`src/rtl/dqdm_pkg.sv`:
```
// Shared types, constants and step table for the dual quadrature decoder.
package dqdm_pkg;

   localparam int DEFAULT_WINDOW_DEPTH = 2;
   localparam int INTERVAL_W           = 8;
   localparam int TIME_W               = 32;
   localparam int POS_W                = 8;

   localparam logic [INTERVAL_W-1:0] INTERVAL_RESET = 8'd2;

   localparam logic signed [POS_W:0] POS_MAX = 9'sd127;
   localparam logic signed [POS_W:0] POS_MIN = -9'sd127;

   typedef logic [1:0]        state_type;
   typedef logic signed [1:0] step_type;

   localparam step_type STEP_NONE = 2'sb00;
   localparam step_type STEP_FWD  = 2'sb01;
   localparam step_type STEP_REV  = 2'sb11;

   // indexed [previous winner][new winner]
   localparam step_type STEP_TABLE [4][4] = '{
      '{STEP_NONE, STEP_REV,  STEP_FWD,  STEP_NONE},
      '{STEP_FWD,  STEP_NONE, STEP_NONE, STEP_REV },
      '{STEP_REV,  STEP_NONE, STEP_NONE, STEP_FWD },
      '{STEP_NONE, STEP_FWD,  STEP_REV,  STEP_NONE}
   };

   typedef struct packed {
      logic [TIME_W-1:0] time_ms;
      logic              x_pin_a;
      logic              x_pin_b;
      logic              y_pin_a;
      logic              y_pin_b;
   } req_payload_type;

   typedef struct packed {
      logic signed [POS_W-1:0] x_position;
      logic signed [POS_W-1:0] y_position;
      logic                    x_moved;
      logic                    y_moved;
   } rsp_payload_type;

   typedef struct packed {
      logic signed [POS_W-1:0] position;
      logic                    moved;
   } axis_result_type;

endpackage

```
`src/rtl/dqdm_axis.sv`:
```
// One axis: sample gating, majority window, transition step and saturating position.
module dqdm_axis
   import dqdm_pkg::*;
#(
   parameter int WINDOW_DEPTH = DEFAULT_WINDOW_DEPTH
) (
   input  logic                  clock,
   input  logic                  reset,
   input  logic                  update,
   input  logic [TIME_W-1:0]     time_ms,
   input  logic                  pin_a,
   input  logic                  pin_b,
   input  logic [INTERVAL_W-1:0] interval,
   output axis_result_type       result
);

   localparam int SLOT_W  = (WINDOW_DEPTH > 1) ? $clog2(WINDOW_DEPTH) : 1;
   localparam int TALLY_W = $clog2(WINDOW_DEPTH + 1);
   localparam logic [SLOT_W-1:0] LAST_SLOT = SLOT_W'(WINDOW_DEPTH - 1);

   state_type               window_ff [WINDOW_DEPTH];
   state_type               window_in [WINDOW_DEPTH];
   logic [SLOT_W-1:0]       slot_ff, slot_in;
   state_type               prev_ff, prev_in;
   logic [TIME_W-1:0]       last_ff, last_in;
   logic signed [POS_W-1:0] count_ff, count_in;

   logic [TIME_W-1:0]       elapsed;
   logic                    due;
   logic [TALLY_W-1:0]      tally [4];
   state_type               win;
   step_type                step;
   logic signed [POS_W:0]   sum;
   logic signed [POS_W-1:0] clamped;

   always_comb begin
      elapsed = time_ms - last_ff;
      due     = elapsed >= TIME_W'(interval);

      window_in = window_ff;
      window_in[slot_ff] = {pin_a, pin_b};

      for (int s = 0; s < 4; s++) begin
         tally[s] = '0;
      end
      for (int i = 0; i < WINDOW_DEPTH; i++) begin
         tally[window_in[i]] = tally[window_in[i]] + TALLY_W'(1);
      end

      // ties go to the lowest state
      win = 2'd0;
      for (int s = 1; s < 4; s++) begin
         if (tally[s] > tally[win]) begin
            win = 2'(s);
         end
      end

      step = STEP_TABLE[prev_ff][win];
      sum  = (POS_W + 1)'(count_ff) + (POS_W + 1)'(step);
      if (sum > POS_MAX) begin
         clamped = POS_MAX[POS_W-1:0];
      end else if (sum < POS_MIN) begin
         clamped = POS_MIN[POS_W-1:0];
      end else begin
         clamped = sum[POS_W-1:0];
      end

      slot_in  = (slot_ff == LAST_SLOT) ? '0 : slot_ff + SLOT_W'(1);
      prev_in  = win;
      last_in  = time_ms;
      count_in = (step != STEP_NONE) ? clamped : count_ff;

      result.position = due ? count_in : count_ff;
      result.moved    = due && (step != STEP_NONE);
   end

   always_ff @(posedge clock) begin
      if (reset) begin
         for (int i = 0; i < WINDOW_DEPTH; i++) begin
            window_ff[i] <= '0;
         end
         slot_ff  <= '0;
         prev_ff  <= '0;
         last_ff  <= '0;
         count_ff <= '0;
      end else if (update && due) begin
         window_ff <= window_in;
         slot_ff   <= slot_in;
         prev_ff   <= prev_in;
         last_ff   <= last_in;
         count_ff  <= count_in;
      end
   end

endmodule

```
`src/rtl/dual_quadrature_decoder_majority_core.sv`:
```
// Top level of the dual quadrature decoder with majority-vote filtering.
//
// req channel: one transaction per pin sample carrying the millisecond tick
// and the A/B levels of the X and Y encoders. rsp channel: exactly one
// transaction per request with both saturated positions and moved flags.
// csr port: write-only sample interval, taken on any cycle csr_wr_en is high;
// change it only while no transaction is in flight.
//
// A request is held in an input register; the axis update runs between that
// register and the result register, which drives the response. One transaction
// per cycle is sustained while rsp_ready is high; the axis update (32-bit
// elapsed compare plus window vote and add) is combinational.
// When rsp_ready is low a valid result register holds, the input register still
// takes one more transaction, and req_ready falls only once both are full.
// Synchronous reset clears both axes (windows, slots, previous states, sample
// times and positions), empties the pipeline and sets the interval to 2 ms.
module dual_quadrature_decoder_majority_core
   import dqdm_pkg::*;
#(
   parameter int WINDOW_DEPTH = DEFAULT_WINDOW_DEPTH
) (
   input  logic                  clock,
   input  logic                  reset,
   input  logic                  req_valid,
   output logic                  req_ready,
   input  req_payload_type       req_data,
   output logic                  rsp_valid,
   input  logic                  rsp_ready,
   output rsp_payload_type       rsp_data,
   input  logic                  csr_wr_en,
   input  logic [INTERVAL_W-1:0] csr_wr_data
);

   logic                  in_valid_ff, in_valid_in;
   req_payload_type       in_data_ff;
   logic                  out_valid_ff, out_valid_in;
   rsp_payload_type       out_data_ff, out_data_in;
   logic [INTERVAL_W-1:0] interval_ff;
   logic                  advance;
   axis_result_type       x_result, y_result;

   assign advance   = in_valid_ff && (!out_valid_ff || rsp_ready);
   assign req_ready = !in_valid_ff || advance;
   assign rsp_valid = out_valid_ff;
   assign rsp_data  = out_data_ff;

   dqdm_axis #(.WINDOW_DEPTH(WINDOW_DEPTH)) u_x_axis (
      .clock    (clock),
      .reset    (reset),
      .update   (advance),
      .time_ms  (in_data_ff.time_ms),
      .pin_a    (in_data_ff.x_pin_a),
      .pin_b    (in_data_ff.x_pin_b),
      .interval (interval_ff),
      .result   (x_result)
   );

   dqdm_axis #(.WINDOW_DEPTH(WINDOW_DEPTH)) u_y_axis (
      .clock    (clock),
      .reset    (reset),
      .update   (advance),
      .time_ms  (in_data_ff.time_ms),
      .pin_a    (in_data_ff.y_pin_a),
      .pin_b    (in_data_ff.y_pin_b),
      .interval (interval_ff),
      .result   (y_result)
   );

   always_comb begin
      in_valid_in  = (req_valid && req_ready) ? 1'b1 : (advance ? 1'b0 : in_valid_ff);
      out_valid_in = advance ? 1'b1 : (rsp_ready ? 1'b0 : out_valid_ff);
      out_data_in.x_position = x_result.position;
      out_data_in.y_position = y_result.position;
      out_data_in.x_moved    = x_result.moved;
      out_data_in.y_moved    = y_result.moved;
   end

   always_ff @(posedge clock) begin
      if (reset) begin
         in_valid_ff  <= 1'b0;
         out_valid_ff <= 1'b0;
         interval_ff  <= INTERVAL_RESET;
      end else begin
         in_valid_ff  <= in_valid_in;
         out_valid_ff <= out_valid_in;
         if (csr_wr_en) begin
            interval_ff <= csr_wr_data;
         end
      end
   end

   always_ff @(posedge clock) begin
      if (req_valid && req_ready) begin
         in_data_ff <= req_data;
      end
      if (advance) begin
         out_data_ff <= out_data_in;
      end
   end

endmodule

```
`config.mk`:
```
export PLATFORM = sky130hd
export DESIGN_NAME = dual_quadrature_decoder_majority_core
export DESIGN_NICKNAME = d
export VERILOG_FILES = /design/src/rtl/dqdm_pkg.sv /design/src/rtl/dqdm_axis.sv /design/src/rtl/dual_quadrature_decoder_majority_core.sv
export SDC_FILE = /design/constraint.sdc
export NUM_CORES = 1
export LEC_CHECK = 0
export ABC_AREA = 1
export BUFFER_PORTS_ARGS = -buffer_cell sky130_fd_sc_hd__buf_2
export CAP_MARGIN = 20
export CORE_UTILIZATION = 32
export DETAILED_ROUTE_END_ITERATION = 8
export PLACE_DENSITY = 0.56
export SKIP_CTS_REPAIR_TIMING = 1
export SLEW_MARGIN = 25
export SYNTH_ARGS = -nofsm -noshare
export SYNTH_HDL_FRONTEND = slang
export SYNTH_HIERARCHICAL = 1
export SYNTH_SLANG_ARGS = --single-unit
export TNS_END_PERCENT = 20
```
`constraint.sdc`:
```
create_clock -name clock -period 6.45 [get_ports clock]
set_clock_uncertainty 0.2 [all_clocks]
set_input_delay 0.645 -clock clock [delete_from_list [all_inputs] [get_ports clock]]
set_output_delay 0.645 -clock clock [all_outputs]
set_load 0.01 [all_outputs]
```
==> metrics.txt <==
number of buffers inserted during clock tree synthesis=17; fin crit share=0.925; antenna cell count=0; final cell area excluding filler cells=15,800 um2; HPWL reported at the end of detailed placement=29.1 mm; antenna violation net count after detailed routing=0; number of global-route vias before repair=12,789; compound-gate portion of the synthesized area=0.0736; share of synthesized registers carrying an async set or reset=0; placed standard-cell area=14,900 um2; mapped cell area=14,000 um2; pin count of the biggest net entering global routing=77; worst-case reg-to-reg path depth=35; worst skew pair latency=0.45 ns; final period demand of the worst path=5.97 ns; number of distinct library cells after synthesis=38; maximum fanout count along the critical path=6; worst setup path category=reg2reg; worst-margin pin slew=0.896 ns; Detailed Route WL=37.4 mm; synthesized area per cell=6.16 um2; # clock sinks=158; DRC Markers=0; clock-pin slew on the worst setup and hold paths=0.07 ns; dominant combinational cell family by area after synthesis=simple AND/OR/NAND/NOR gates; Post-Route Setup TNS=0 ns; path type of the worst min-delay path=in2reg; adder and majority cell fraction of the synthesized area=0.111; utilization after layout=0.367; setup violation total in the final timing report=0; cell count after synthesis=2,268; full die area=44,500 um2; stage delay of the slowest cell on the critical path=0.40 ns; most frequent cell on the critical path=nand2_1; area added between synthesis and finish=13.1%; share of cells above drive strength 1=0.116; total number of vias=13,355; Net count, final=2,496; Seq cells post-synth=158; most common flop cell mapped by yosys=dfxtp_1; Post-Synthesis Net Count=2,439; maximum frequency from static timing analysis=0.168 GHz; number of buffers between clock root and the deepest sink=2; portion of the post-synthesis area used by sequential elements=0.265; starting density of the core=0.325; cell total after placement=2,884; number of flops mapped to enable cells by yosys=54; routed wirelength normalized by instance count=12.8 um; global-route wire length before repair=62.1 mm; Via density=4.57; # IOs=69; count of input and output buffers=68; required time of the critical path=6.52 ns; Ys Warns=6; CTS tree=done; initial detailed-routing violation count=650; category of the worst setup path launch point=flop; Site Rows=76; unrepaired setup endpoints after global routing=yes; Worst IR Drop VDD=0.000233 V; post-synthesis share of cell area spent on and, or, nand and nor gates=0.389; maximum level of the CTS H-tree=4; Fin. Hold Viols=0; leakage=0.00829 uW; GRT Overall Usage=0.173; result of the run=completed; Root Buffer=clkbuf_16; power after layout=5960 uW; arrival time reported for the critical path endpoint=6.04 ns; final weighted congestion of routability-driven global placement=0.915; Die H=211 um; Relative slew margins=0.401; total power divided by cell area=377 nW/um2; Setup crit end kind=flop; max-cap violation count=0; number of antenna violations at the first check in global routing=1; max-slew violation count=0; area share of xor/xnor cells in the synthesized design=0.0213; 1st-pass router iterations=7; global route overflow=0; depth of the worst hold-timing path=1; master of the slowest instance on the critical path=edfxtp_1; portion of netlist area occupied by mux cells=0; Placeable Area=43,100 um2; final non-filler cell total=2,923; Horiz. Die Dim=211 um
-- flip-flops by register name (all words and copies together), names as in the netlist --
signal              cells
u_x_axis/last_ff       32
u_x_axis/window_ff      4
in_data_ff             36
u_y_axis/prev_ff        2
interval_ff             8
rsp_valid               1
in_valid_ff             1
u_x_axis/prev_ff        2
u_x_axis/count_ff       8
u_y_axis/last_ff       32
rsp_data               18
u_y_axis/slot_ff        1
u_y_axis/window_ff      4
u_y_axis/count_ff       8
u_x_axis/slot_ff        1
-- stage by stage --
step / hold slack (ns) / worst slack [ns]
after global placement: 0.261 / 0.100
after global routing: 0.147 / -0.0950
after detailed placement: 0.268 / -0.165
after floorplan: 0.245 / 0.401
final: 0.170 / 0.484
after CTS: 0.142 / -0.193
-- power breakdown --
| group | internal (uW) | switching (uW) | leakage, uW |
|---|---|---|---|
| logic | 1360 | 2110 | 0.00660 |
| registers | 1280 | 105 | 0.00138 |
| clock network | 641 | 460 | 0.000310 |
-- kinds of logic after synthesis --
| group | count (synthesis) |
|---|---|
| compound gates | 191 |
| xor+xnor | 34 |
| simple gates | 1268 |
| fa+ha+maj | 122 |
| flops | 158 |
| buf+inv | 495 |
-- final cells by class --
| type | count | area [um2] |
|---|---|---|
| Timing Repair Buffer | 87 | 483 |
| Inverter | 446 | 1680 |
| Sequential cell | 158 | 3710 |
| Clock inverter | 12 | 170 |
| Fill cell | 4646 | 27300 |
| Clock buffer | 20 | 457 |
| Tap cell | 585 | 732 |
| Multi-Input combinational cell | 1615 | 8580 |
-- cells in the mapped netlist (11+ instances only) --
master | n | area, um2
nand2_1 | 684 | 2570
inv_1 | 436 | 1640
nor2_1 | 272 | 1020
nand3_1 | 153 | 766
ha_1 | 118 | 1480
dfxtp_1 | 104 | 2080
a21oi_1 | 103 | 515
o21ai_0 | 57 | 285
edfxtp_1 | 54 | 1620
nand3b_1 | 41 | 308
nor2_2 | 39 | 244
clkbuf_1 | 25 | 93.8
nand4_1 | 23 | 144
xnor2_1 | 19 | 166
nand2_2 | 15 | 93.8
xor2_1 | 15 | 131
nor3_1 | 12 | 60.1
or2_2 | 12 | 75.1
buf_2 | 11 | 55.1
buf_6 | 11 | 124
-- layout by cell type (no fill, tap or decap), types with 41 or more instances in the layout --
cell type / count
a21oi_1: 100
buf_2: 68
dfxtp_1: 102
edfxtp_1: 54
ha_1: 110
inv_1: 429
nand2_1: 674
nand3_1: 152
nand3b_1: 41
nor2_1: 267
nor2_2: 42
-- metal layers --
| metal | track usage | up-vias | wire length, um |
|---|---|---|---|
| met5 | 0 | - | 0 |
| met4 | 0.0535 | 0 | 720 |
| met3 | 0.0186 | 35 | 731 |
| met2 | 0.308 | 147 | 18500 |
| met1 | 0.216 | 6048 | 17500 |
| li1 | - | 7125 | - |
-- critical path, delay by kind of cell, from the launching register on --
kind	cells	cell delay (ns)
AO/OA/AOI/OAI	11	1.50
XOR/XNOR	1	0.16
adder cells (fa/ha/maj)	5	1.45
buffers and inverters	6	0.49
flip-flops	1	0.40
AND/OR/NAND/NOR	12	1.58
-- worst paths after layout --
kind | start | end | slack [ns]
max reg2reg | in_data_ff[0] | rsp_data[5] | 0.48
min | req_data[34] | in_data_ff[34] | 0.17
max | in_data_ff[0] | rsp_data[5] | 0.48
min reg2reg | u_x_axis/last_ff[8] | u_x_axis/last_ff[8] | 0.28
Note: power is estimated with default switching activity, not from simulation.
